==> src/rtl/core/spi_ms_pkg.sv <==
// spi_ms_pkg: types and constants shared by the spi master shifter modules
// no dependencies
`default_nettype none

package spi_ms_pkg;

   localparam int CSR_ADDR_W = 2;
   localparam int CSR_DATA_W = 16;
   localparam int DIV_W      = 16;
   localparam int WORD_W     = 16;
   localparam int TICK_W     = 15;
   localparam int REQ_DATA_W = 24;
   localparam int RSP_DATA_W = 24;

   // register indexes
   localparam logic [CSR_ADDR_W-1:0] CSR_CPOL      = 2'd0;
   localparam logic [CSR_ADDR_W-1:0] CSR_CPHA      = 2'd1;
   localparam logic [CSR_ADDR_W-1:0] CSR_LSB_FIRST = 2'd2;
   localparam logic [CSR_ADDR_W-1:0] CSR_DIVIDER   = 2'd3;

   localparam logic [DIV_W-1:0] DIVIDER_RESET = 16'd2;

   // quarters of one bit period
   localparam logic [1:0] QTR_SETUP = 2'd0;
   localparam logic [1:0] QTR_DRIVE = 2'd1;
   localparam logic [1:0] QTR_LEAD  = 2'd2;
   localparam logic [1:0] QTR_TRAIL = 2'd3;

   typedef struct packed {
      logic             cpol;
      logic             cpha;
      logic             lsb_first;
      logic [DIV_W-1:0] clock_divider;
   } cfg_type;

   typedef struct packed {
      logic              cmd;
      logic [WORD_W-1:0] tx_word;
      logic              wide;
      logic              miso_in;
   } tick_type;

   typedef struct packed {
      logic              active;
      logic              word_is_wide;
      logic [1:0]        quarter;
      logic [TICK_W-1:0] tick_count;
      logic              clock_level;
      logic              data_level;
   } ctl_type;

   typedef struct packed {
      logic              sclk;
      logic              mosi_out;
      logic              busy_res;
      logic              done_res;
      logic [WORD_W-1:0] rx_word;
   } result_type;

endpackage

`default_nettype wire

==> src/rtl/core/spi_ms_csr.sv <==
// spi_ms_csr: configuration registers of the spi master shifter
// depends on spi_ms_pkg
`default_nettype none

module spi_ms_csr (
   input  wire logic                             clock,
   input  wire logic                             reset,
   input  wire logic                             csr_we,
   input  wire logic [spi_ms_pkg::CSR_ADDR_W-1:0] csr_addr,
   input  wire logic [spi_ms_pkg::CSR_DATA_W-1:0] csr_wdata,
   output spi_ms_pkg::cfg_type                   cfg
);
   import spi_ms_pkg::*;

   cfg_type cfg_ff;
   cfg_type cfg_in;

   always_comb begin
      cfg_in = cfg_ff;
      if (csr_we) begin
         unique case (csr_addr)
            CSR_CPOL:      cfg_in.cpol          = csr_wdata[0];
            CSR_CPHA:      cfg_in.cpha          = csr_wdata[0];
            CSR_LSB_FIRST: cfg_in.lsb_first     = csr_wdata[0];
            CSR_DIVIDER:   cfg_in.clock_divider = csr_wdata[DIV_W-1:0];
         endcase
      end
   end

   always_ff @(posedge clock) begin
      if (reset) begin
         cfg_ff.cpol          <= 1'b0;
         cfg_ff.cpha          <= 1'b0;
         cfg_ff.lsb_first     <= 1'b0;
         cfg_ff.clock_divider <= DIVIDER_RESET;
      end else begin
         cfg_ff <= cfg_in;
      end
   end

   assign cfg = cfg_ff;

endmodule

`default_nettype wire

==> src/rtl/core/spi_ms_step.sv <==
// spi_ms_step: next-state and result logic for one timer tick
// depends on spi_ms_pkg
`default_nettype none

module spi_ms_step #(
   parameter int MAX_WORD_BITS = 16,
   parameter int BIT_W         = 4
) (
   input  wire spi_ms_pkg::cfg_type      cfg,
   input  wire spi_ms_pkg::tick_type     tick,
   input  wire spi_ms_pkg::ctl_type      ctl_cur,
   input  wire logic [BIT_W-1:0]         bit_cur,
   input  wire logic [MAX_WORD_BITS-1:0] tx_cur,
   input  wire logic [MAX_WORD_BITS-1:0] rx_cur,
   output spi_ms_pkg::ctl_type           ctl_nxt,
   output logic [BIT_W-1:0]              bit_nxt,
   output logic [MAX_WORD_BITS-1:0]      tx_nxt,
   output logic [MAX_WORD_BITS-1:0]      rx_nxt,
   output spi_ms_pkg::result_type        res
);
   import spi_ms_pkg::*;

   localparam logic [BIT_W-1:0]         LAST_WIDE = BIT_W'(MAX_WORD_BITS - 1);
   localparam logic [BIT_W-1:0]         LAST_BYTE = BIT_W'(7);
   localparam logic [MAX_WORD_BITS-1:0] BYTE_MASK = MAX_WORD_BITS'(8'hff);

   logic [TICK_W-1:0]        phase_len;
   logic [TICK_W:0]          cnt_inc;
   logic                     expire;
   logic [BIT_W-1:0]         last_bit;
   logic [BIT_W-1:0]         drv_idx;
   logic                     drv_bit;
   logic [MAX_WORD_BITS-1:0] rx_lsb;
   logic [MAX_WORD_BITS-1:0] rx_msb;
   logic [MAX_WORD_BITS-1:0] rx_sampled;
   logic                     done;

   // quarter length is max(1, divider/2)
   assign phase_len = (cfg.clock_divider[DIV_W-1:1] == '0) ?
                      TICK_W'(1) : cfg.clock_divider[DIV_W-1:1];
   assign cnt_inc   = {1'b0, ctl_cur.tick_count} + (TICK_W+1)'(1);
   assign expire    = cnt_inc >= {1'b0, phase_len};

   assign last_bit  = ctl_cur.word_is_wide ? LAST_WIDE : LAST_BYTE;
   assign drv_idx   = cfg.lsb_first ? bit_cur : (last_bit - bit_cur);
   assign drv_bit   = tx_cur[drv_idx];

   always_comb begin
      rx_lsb           = rx_cur >> 1;
      rx_lsb[last_bit] = tick.miso_in;
      rx_msb           = {rx_cur[MAX_WORD_BITS-2:0], tick.miso_in};
      if (!ctl_cur.word_is_wide) begin
         rx_msb = rx_msb & BYTE_MASK;
      end
      rx_sampled = cfg.lsb_first ? rx_lsb : rx_msb;
   end

   always_comb begin
      ctl_nxt = ctl_cur;
      bit_nxt = bit_cur;
      tx_nxt  = tx_cur;
      rx_nxt  = rx_cur;
      done    = 1'b0;
      if (ctl_cur.active) begin
         if (expire) begin
            ctl_nxt.tick_count = '0;
            unique case (ctl_cur.quarter)
               QTR_SETUP: begin
                  ctl_nxt.quarter = QTR_DRIVE;
                  if (!cfg.cpha) begin
                     ctl_nxt.data_level = drv_bit;
                  end
               end
               QTR_DRIVE: begin
                  ctl_nxt.quarter     = QTR_LEAD;
                  ctl_nxt.clock_level = ~cfg.cpol;
                  if (cfg.cpha) begin
                     ctl_nxt.data_level = drv_bit;
                  end else begin
                     rx_nxt = rx_sampled;
                  end
               end
               QTR_LEAD: begin
                  ctl_nxt.quarter = QTR_TRAIL;
               end
               QTR_TRAIL: begin
                  // trailing edge closes the bit
                  ctl_nxt.quarter     = QTR_SETUP;
                  ctl_nxt.clock_level = cfg.cpol;
                  if (cfg.cpha) begin
                     rx_nxt = rx_sampled;
                  end
                  if (bit_cur == last_bit) begin
                     ctl_nxt.active = 1'b0;
                     done           = 1'b1;
                     bit_nxt        = '0;
                  end else begin
                     bit_nxt = bit_cur + BIT_W'(1);
                  end
               end
            endcase
         end else begin
            ctl_nxt.tick_count = cnt_inc[TICK_W-1:0];
         end
      end else begin
         ctl_nxt.clock_level = cfg.cpol;
         if (tick.cmd) begin
            ctl_nxt.word_is_wide = tick.wide;
            ctl_nxt.active       = 1'b1;
            ctl_nxt.quarter      = QTR_SETUP;
            ctl_nxt.tick_count   = '0;
            bit_nxt              = '0;
            rx_nxt               = '0;
            tx_nxt = tick.wide ? MAX_WORD_BITS'(tick.tx_word)
                               : MAX_WORD_BITS'(tick.tx_word[7:0]);
         end
      end
   end

   always_comb begin
      res.sclk     = ctl_nxt.clock_level;
      res.mosi_out = ctl_nxt.data_level;
      res.busy_res = ctl_nxt.active;
      res.done_res = done;
      res.rx_word  = done ? WORD_W'(rx_nxt) : '0;
   end

endmodule

`default_nettype wire

==> src/rtl/core/spi_master_shifter_unit.sv <==
// spi_master_shifter_unit: spi master shifter advanced one timer tick per transaction
// depends on spi_ms_pkg, spi_ms_csr and spi_ms_step
// Each request transaction is one tick of the bit timer and gives exactly one
// response transaction carrying the serial line levels, busy, done and the received
// word. A tick passes through one layer of next-state logic into the shifter state
// and the result register, so the unit takes one tick per clock cycle whenever the
// response side is ready; a response is valid in the cycle after its tick is
// accepted. The result register lets a new tick in while the previous response
// is being taken. Each bit lasts four quarters of max(1, clock_divider/2) ticks;
// a start on a tick with tuser set is ignored while a transfer is running. The user
// must write configuration only while no tick is outstanding; this is not enforced.
`default_nettype none

module spi_master_shifter_unit #(
   parameter int MAX_WORD_BITS = 16
) (
   input  wire logic                             clock,
   input  wire logic                             reset,
   // tdata: tx_word[15:0], wide[16], miso_in[17], zero pad
   input  wire logic [spi_ms_pkg::REQ_DATA_W-1:0] req_tdata,
   // tuser: cmd[0]
   input  wire logic [0:0]                       req_tuser,
   input  wire logic                             req_tvalid,
   output logic                                  req_tready,
   // tdata: sclk[0], mosi_out[1], busy_res[2], done_res[3], rx_word[19:4], zero pad
   output logic [spi_ms_pkg::RSP_DATA_W-1:0]      rsp_tdata,
   output logic                                  rsp_tvalid,
   input  wire logic                             rsp_tready,
   input  wire logic                             csr_we,
   input  wire logic [spi_ms_pkg::CSR_ADDR_W-1:0] csr_addr,
   input  wire logic [spi_ms_pkg::CSR_DATA_W-1:0] csr_wdata
);
   import spi_ms_pkg::*;

   localparam int BIT_W = $clog2(MAX_WORD_BITS);

   cfg_type                  cfg;
   tick_type                 tick;
   ctl_type                  ctl_ff, ctl_in;
   logic [BIT_W-1:0]         bit_ff, bit_in;
   logic [MAX_WORD_BITS-1:0] tx_ff, tx_in;
   logic [MAX_WORD_BITS-1:0] rx_ff, rx_in;
   result_type               res;
   logic [RSP_DATA_W-1:0]    rsp_data_ff;
   logic                     rsp_valid_ff;
   logic                     accept;

   spi_ms_csr u_csr (
      .clock     (clock),
      .reset     (reset),
      .csr_we    (csr_we),
      .csr_addr  (csr_addr),
      .csr_wdata (csr_wdata),
      .cfg       (cfg)
   );

   assign tick.cmd     = req_tuser[0];
   assign tick.tx_word = req_tdata[WORD_W-1:0];
   assign tick.wide    = req_tdata[WORD_W];
   assign tick.miso_in = req_tdata[WORD_W+1];

   spi_ms_step #(
      .MAX_WORD_BITS (MAX_WORD_BITS),
      .BIT_W         (BIT_W)
   ) u_step (
      .cfg     (cfg),
      .tick    (tick),
      .ctl_cur (ctl_ff),
      .bit_cur (bit_ff),
      .tx_cur  (tx_ff),
      .rx_cur  (rx_ff),
      .ctl_nxt (ctl_in),
      .bit_nxt (bit_in),
      .tx_nxt  (tx_in),
      .rx_nxt  (rx_in),
      .res     (res)
   );

   assign req_tready = !rsp_valid_ff || rsp_tready;
   assign accept     = req_tvalid && req_tready;

   always_ff @(posedge clock) begin
      if (reset) begin
         ctl_ff <= '0;
         bit_ff <= '0;
         tx_ff  <= '0;
         rx_ff  <= '0;
      end else if (accept) begin
         ctl_ff <= ctl_in;
         bit_ff <= bit_in;
         tx_ff  <= tx_in;
         rx_ff  <= rx_in;
      end else if (csr_we && (csr_addr == CSR_CPOL) && !ctl_ff.active) begin
         // idle clock level follows a new polarity at once
         ctl_ff.clock_level <= csr_wdata[0];
      end
   end

   always_ff @(posedge clock) begin
      if (reset) begin
         rsp_valid_ff <= 1'b0;
      end else if (accept) begin
         rsp_valid_ff <= 1'b1;
      end else if (rsp_tready) begin
         rsp_valid_ff <= 1'b0;
      end
   end

   always_ff @(posedge clock) begin
      if (accept) begin
         rsp_data_ff <= {(RSP_DATA_W - WORD_W - 4)'(0), res.rx_word, res.done_res,
                         res.busy_res, res.mosi_out, res.sclk};
      end
   end

   assign rsp_tdata  = rsp_data_ff;
   assign rsp_tvalid = rsp_valid_ff;

endmodule

`default_nettype wire
==> config.mk <==
export PLATFORM = sky130hd
export DESIGN_NAME = spi_master_shifter_unit
export DESIGN_NICKNAME = d
export VERILOG_FILES = /design/src/rtl/core/spi_ms_pkg.sv /design/src/rtl/core/spi_ms_csr.sv /design/src/rtl/core/spi_ms_step.sv /design/src/rtl/core/spi_master_shifter_unit.sv
export SDC_FILE = /design/constraint.sdc
export NUM_CORES = 1
export LEC_CHECK = 0
export ABC_CLOCK_PERIOD_IN_PS = 3500
export BUFFER_PORTS_ARGS = -buffer_cell sky130_fd_sc_hd__buf_2
export CAP_MARGIN = 0
export CORE_UTILIZATION = 53
export CTS_CLUSTER_DIAMETER = 40
export DETAILED_ROUTE_END_ITERATION = 10
export PLACE_DENSITY = 0.85
export SLEW_MARGIN = 0
export SYNTH_ARGS = -nofsm -noshare
export SYNTH_HDL_FRONTEND = slang
export SYNTH_HIERARCHICAL = 1
export SYNTH_SLANG_ARGS = --single-unit
==> constraint.sdc <==
create_clock -name clock -period 3.5 [get_ports clock]
set_input_delay 0.875 -clock clock [delete_from_list [all_inputs] [get_ports clock]]
set_output_delay 0.875 -clock clock [all_outputs]
set_load 0.1 [all_outputs]
==> results of run 1 <==
-- metrics by stage --
step | power, mW | instance area (um^2) | utilization | hold WS (ns)
2_1_floorplan | 1.52 | 6010 | - | 0.451
4_1_cts | 2.81 | 6710 | 0.614 | 0.494
6_report | 2.83 | 6970 | 0.638 | 0.495
5_1_grt | 2.92 | 6970 | 0.638 | 0.518
3_5_place_dp | 1.61 | 6350 | 0.580 | 0.478
3_3_place_gp | 1.60 | 6350 | 0.580 | 0.473
-- power by group --
part | internal (mW) | switching [mW] | total (mW)
clock | 0.776 | 0.441 | 1.22
sequential | 1.15 | 0.0211 | 1.18
combinational | 0.133 | 0.305 | 0.438
-- what timing repair did --
| item | in CTS | in global routing |
|---|---|---|
| buffers inserted | 0 | 6 |
| resized for setup | 0 | 40 |
| endpoints found under the setup margin | 0 | 56 |
-- cell type report --
cell class / instances / area [um^2] / area share
repair buffers: 96 / 623 / 0.0893
clock buffers: 10 / 229 / 0.0328
inverters: 28 / 105 / 0.0151
clock inverters: 6 / 138 / 0.0197
multi-input cells: 543 / 3560 / 0.510
well taps: 140 / 175 / 0.0251
flip-flops and latches: 96 / 2150 / 0.308
-- metal layers --
layer  up-vias  share of wire
met5         -              0
met4         0          0.023
met3        31          0.067
met2       254           0.50
met1      2632           0.41
li1       2711              -
-- layout by cell type, fill, tap and decap left out, types with 3 or more instances in the layout --
cell,n
nand4_1,3
nor4_1,4
buf_4,29
or2_1,5
nor3_1,7
mux2_2,18
nand3b_1,3
nor2_1,20
nand3_2,5
bufinv_16,4
o22ai_1,13
dfxtp_2,5
a32o_1,3
a22oi_1,6
o21ai_0,24
a21oi_1,74
o31ai_1,3
edfxtp_1,20
mux2i_1,19
dfxtp_1,66
dfxtp_4,5
buf_2,63
xor2_1,3
inv_1,26
or2_2,3
o211ai_1,4
clkbuf_16,11
conb_1,4
nand2b_1,39
xnor2_1,9
o21ai_1,58
xnor2_2,4
a22o_1,17
nand2_1,60
ha_1,20
nand3_1,70
-- critical path, stage by stage (launching register included) --
cell and delay [ns]:
dfxtp_4 0.38, nand3_2 0.10, nor2_2 0.14, nand2_1 0.14, nor2_4 0.15, nand3_2 0.11, xnor2_2 0.22, ha_4 0.25
a21oi_1 0.15, o211ai_1 0.12, a311oi_2 0.32, o21ai_2 0.16, buf_12 0.18, a31oi_4 0.30, clkbuf_16 0.22, a2bb2oi_1 0.08
inv_1 0.06, nand3_1 0.07, a21oi_1 0.18
-- flip-flops by register name, indices dropped and copies added, names as in the netlist --
signal	cells
rx_ff	16
tx_ff	16
u_csr/cfg	18
rsp_tvalid	1
ctl_ff	21
bit_ff	4
rsp_tdata	20
-- how the worst max path moves through the flow --
| stage | from | end | cells past startpoint |
|---|---|---|---|
| floorplan | ctl_ff[4]$_SDFFE_PP0P_ | rsp_tdata[1]$_DFFE_PP_ | 17 |
| global placement | ctl_ff[6]$_SDFFE_PP0P_ | rsp_tdata[13]$_DFFE_PP_ | 14 |
| detailed placement | ctl_ff[6]$_SDFFE_PP0P_ | ctl_ff[0]$_SDFFE_PP0P_ | 17 |
| global route | ctl_ff[6]$_SDFFE_PP0P_ | rx_ff[7]$_SDFFE_PP0P_ | 18 |
| finish | ctl_ff[6]$_SDFFE_PP0P_ | rx_ff[7]$_SDFFE_PP0P_ | 18 |
| CTS | ctl_ff[6]$_SDFFE_PP0P_ | ctl_ff[0]$_SDFFE_PP0P_ | 17 |
==> metrics.cfg, run 1 <==
[placed_design]
port_buffers=63
dp_slack_ns=0.103
detailed_place_hpwl_mm=8.93
dpl.cell_count=895
place.gp.congestion=0.845

[power_and_ir_drop]
p_leak_nw=2.68
powerDensity_nw_per_um2=406
irDropWorstVdd_mv=0.302

[synth]
syn_inst=729
ys_warn_count=6
syn-cell-area_um2=5990
syn_avg_cell_area_um2=8.22

[critical_path]
end_kind=flip-flop
critPathLaunchType=flip-flop
critical_path_class=reg2reg
r2r_end=rx_ff[7]$_SDFFE_PP0P_
worstReg2RegStart=ctl_ff[6]$_SDFFE_PP0P_
regToRegSetupSlack_ns=0.08
worstRegToRegCells=18
crit_arrival_ns=3.70
crit_required_ns=3.77
worst-path-max-fanout=9

[grt]
grt_pass1_vias=4991
met1_usage=0.314
grt_pass1_wl_mm=23.1
antenna_found_initial=0
grtUsageMet3=0.0380
top_usage_layer=met2
grt_max_degree=58
grt.total_usage=0.243
grt-ovfl-total=0
met2_usage=0.410

[min_path]
hold_path_end=ctl_ff[0]$_SDFFE_PP0P_
hold_depth=2
hold_path.class=reg2reg
hp-start=ctl_ff[0]$_SDFFE_PP0P_

[sta]
report.final.slew_viol_count=0
slew_headroom=0.408
final_hold_viol_count=0
timing.final.crit_share=0.978
fin_worst_skew_ns=0.0149
postLayoutSetupSlackWorst_ns=0.0777
period_minus_slack_ns=3.42
worst_pin_slew_ns=0.888
finalSetupViolCount=0
fin_tns_setup_ns=0
timing.fmax_ghz=0.292

[die]
dieArea_um2=11700
start_util=0.548
rows=38
die_y_um=108
coreArea_um2=10900
dieWidth_um=108
top_level_ports=74

[cells_and_area]
fillers=895
nNetsFinal=843
syn_to_final_growth_pct=16.3
drive_gt1_frac=0.222
stdcell_count=919
num_antenna_cells=0

[route]
routed_wl_mm=14.8
firstDrtPassIters=5
wl_per_cell_um=16.1
drc=0
vias=5628
vias_per_cell=6.12
ant_nets=0
drt_iter0_markers=376

[clocking]
clk_latency_ns=0.35
cts_buffers=9
cts.sinks=96
cts_max_path_buffers=2
cts_root_buffer=clkbuf_16
clk_pin_slew_ns=0.07
holdBufCountCts=0
cts_tree=done
htreeDepth=3

[outcome]
status=finished clean

[run]
cap_violations=0

No activity file was read; power rests on OpenSTA's default activity.
==> run 2, diff against run 1 <==
ABC_CLOCK_PERIOD_IN_PS = 3000   (was 3500)
PLACE_DENSITY = 0.77   (was 0.85)
clock period = 3 ns   (was 3.5 ns; I/O delays follow)
==> run 2 against run 1 <==
Net effect:
- the run now ends with setup timing left
- utilization grew 1.6 points
- final area grew 2.5%
- largest cell class unchanged
- first-iteration DRC count grew 11%
- sequential power grew 17%
- sequential share of layout area shrank 0.89 points
- non-clock buffer count grew 32
- global-route usage grew 1.5 points
==> metrics.cfg, run 2 (same netlist as run 1, synthesis figures left out) <==
[cells_and_area]
regMostFlops=ctl_ff  ; unchanged
drive_gt1_frac=0.274  ; was 0.222
final_common_cell=nand3_1  ; was a21oi_1
nNetsFinal=875  ; was 843
final_cell_mix=nand3_1 (72), a21oi_1 (71), dfxtp_1 (66)  ; was a21oi_1 (74), nand3_1 (70), dfxtp_1 (66)
largest_reg_flops=21  ; unchanged
num_antenna_cells=0  ; unchanged
final_area_um2=7150  ; was 6970 um^2
syn_to_final_growth_pct=19.2  ; was 16.3%

[power_and_ir_drop]
p_int_mw=2.09  ; was 2.06 mW
power_mw=2.95  ; was 2.83 mW
switchingPower_mw=0.864  ; was 0.767 mW
combPwrFrac=0.172  ; was 0.155
powerDensity_nw_per_um2=413  ; was 406 nW/um^2
swShare=0.293  ; was 0.271
p_leak_nw=2.79  ; was 2.68 nW
power_frac_seq=0.468  ; was 0.415
p_clk_frac=0.360  ; was 0.430
irDropWorstVdd_mv=0.260  ; was 0.302 mV

[die]
top_level_ports=74  ; unchanged
rows=38  ; unchanged
coreArea_um2=10900  ; unchanged
dieWidth_um=108  ; unchanged
start_util=0.548  ; unchanged
die_y_um=108  ; unchanged
dieArea_um2=11700  ; unchanged

[clocking]
cts_max_path_buffers=2  ; unchanged
cts_tree=done  ; unchanged
cts_buffers=9  ; unchanged
htreeDepth=3  ; unchanged
cts.sinks=96  ; unchanged
clk_pin_slew_ns=0.06  ; was 0.07 ns
clk_latency_ns=0.34  ; was 0.35 ns
cts_root_buffer=clkbuf_16  ; unchanged

[sta]
fin_worst_skew_ns=0.00741  ; was 0.0149 ns
timing.final.crit_share=1.08  ; was 0.978
slew_headroom=0.302  ; was 0.408
report.final.slew_viol_count=0  ; unchanged
postLayoutSetupSlackWorst_ns=-0.252  ; was 0.0777 ns
final_hold_viol_count=0  ; unchanged
fin_tns_setup_ns=-7.55  ; was 0 ns
period_minus_slack_ns=3.25  ; was 3.42 ns
rsz0062_at_grt=true
timing.fmax_ghz=0.308  ; was 0.292 GHz
holdWs_ns=0.494  ; was 0.495 ns
finalSetupViolCount=58  ; was 0
worst_pin_slew_ns=1.04  ; was 0.888 ns

[critical_path]
cp_common_cell=buf_6
crit_family=compound AO/OA/AOI/OAI gates  ; unchanged
worst-path-max-fanout=5  ; was 9
crit_required_ns=3.21  ; was 3.77 ns
crit_slowest_cell=dfxtp_2  ; was dfxtp_4
critical_path_class=reg2reg  ; unchanged
worstRegToRegCells=16  ; was 18
regToRegSetupSlack_ns=-0.25  ; was 0.08 ns
critPathMaxStageDelay_ns=0.34  ; was 0.38 ns
critPathLaunchType=flip-flop  ; unchanged
worstReg2RegStart=ctl_ff[6]$_SDFFE_PP0P_  ; unchanged
end_kind=flip-flop  ; unchanged
worst-path-buf-inv=3  ; unchanged
r2r_end=bit_ff[1]$_SDFFE_PP0P_  ; was rx_ff[7]$_SDFFE_PP0P_
crit_chain=buf_6 > nand4_4 > nor4_4 > buf_4 > xnor2_2 > ha_1 > a21oi_2 > o211ai_1 > a311oi_2 > o21ai_2 > buf_6 > nand2_4 > mux2_4 > a22o_1 > nand3_1 > a21oi_1  ; was nand3_2 > nor2_2 > nand2_1 > nor2_4 > nand3_2 > xnor2_2 > ha_4 > a21oi_1 > o211ai_1 > a311oi_2 > o21ai_2 > buf_12 > a31oi_4 > clkbuf_16 > a2bb2oi_1 > inv_1 > nand3_1 > a21oi_1
crit_arrival_ns=3.46  ; was 3.70 ns

[route]
wl_per_cell_um=15.9  ; was 16.1 um
vias_per_cell=5.99  ; was 6.12
drc=0  ; unchanged
firstDrtPassIters=5  ; unchanged
routed_wl_mm=15.1  ; was 14.8 mm
vias=5694  ; was 5628
ant_nets=0  ; unchanged
drt_iter0_markers=417  ; was 376

[placed_design]
place.gp.congestion=0.853  ; was 0.845
port_buffers=63  ; unchanged
dp_slack_ns=-0.291  ; was 0.103 ns
detailed_place_hpwl_mm=9.75  ; was 8.93 mm
postPlaceCellArea_um2=6580  ; was 6350 um^2

[min_path]
hold_path_end=ctl_ff[0]$_SDFFE_PP0P_  ; unchanged
hp-start=ctl_ff[0]$_SDFFE_PP0P_  ; unchanged
hold_path.class=reg2reg  ; unchanged
hold_depth=2  ; unchanged

[grt]
grt-ovfl-total=0  ; unchanged
grt_pass1_wl_mm=24.2  ; was 23.1 mm
antenna_found_initial=0  ; unchanged
grt_max_degree=59  ; was 58
grt_pass1_vias=5293  ; was 4991
grt.total_usage=0.257  ; was 0.243

[run]
cap_violations=0  ; unchanged

[outcome]
violations=setup timing
status=finished with violations  ; was finished clean

==> run 2: how the worst max path moves through the flow <==
stage,startpoint,to,slack [ns],cells past startpoint
floorplan,ctl_ff[9]$_SDFFE_PP0P_,rsp_tdata[0]$_DFFE_PP_,-0.11,13
global placement,ctl_ff[6]$_SDFFE_PP0P_,bit_ff[1]$_SDFFE_PP0P_,-0.19,16
detailed placement,ctl_ff[6]$_SDFFE_PP0P_,bit_ff[1]$_SDFFE_PP0P_,-0.29,16
CTS,ctl_ff[8]$_SDFFE_PP0P_,bit_ff[1]$_SDFFE_PP0P_,-0.14,16
global route,ctl_ff[6]$_SDFFE_PP0P_,bit_ff[2]$_SDFFE_PP0P_,-0.42,18
finish,ctl_ff[6]$_SDFFE_PP0P_,bit_ff[1]$_SDFFE_PP0P_,-0.25,16
==> run 2: worst register-to-register path, delay by kind of cell, from the launching register on <==
kind,cells,cell delay (ns)
AND/OR/NAND/NOR,4,0.58
flip-flops,1,0.34
buffers and inverters,3,0.45
AO/OA/AOI/OAI,6,1.07
adder cells (fa/ha/maj),1,0.33
XOR/XNOR,1,0.06
multiplexers,1,0.30
==> run 2: timing repair <==
| action | 4_1_cts | 5_1_grt |
|---|---|---|
| setup buffers | 7 | 7 |
| cloned | 0 | 0 |
| setup endpoints to repair | 58 | 60 |
| hold buffers | 0 | 0 |
| gates resized for setup | 15 | 32 |
| pin swaps | 16 | 14 |
==> run 2: cell type report <==
cell class              instances  area (um^2)
fillers                       895         3790
multi-input cells             543         3610
flip-flops and latches         96         2140
repair buffers                128          850
clock buffers                  13          250
well taps                     140          175
inverters                      28          105
clock inverters                 3         18.8
==> run 2: per-stage QoR <==
stage,instances,util
5_1_grt,951,0.654
6_report,951,0.654
3_5_place_dp,921,0.602
2_1_floorplan,732,-
4_1_cts,944,0.637
3_3_place_gp,921,0.602
==> run 2: power groups by stage <==
stage / clock, mW / combinational, mW / sequential [mW]
5_1_grt: 1.13 / 0.542 / 1.39
6_report: 1.06 / 0.507 / 1.38
2_1_floorplan: 0 / 0.275 / 1.51
4_1_cts: 1.08 / 0.481 / 1.38
3_3_place_gp: 0 / 0.466 / 1.41
3_5_place_dp: 0 / 0.477 / 1.41
==> run 2: metal layers <==
metal / share of wire / GRT usage
met5: 0 / 0
met4: 0.024 / 0.0994
met3: 0.050 / 0.0446
met2: 0.49 / 0.435
met1: 0.43 / 0.325
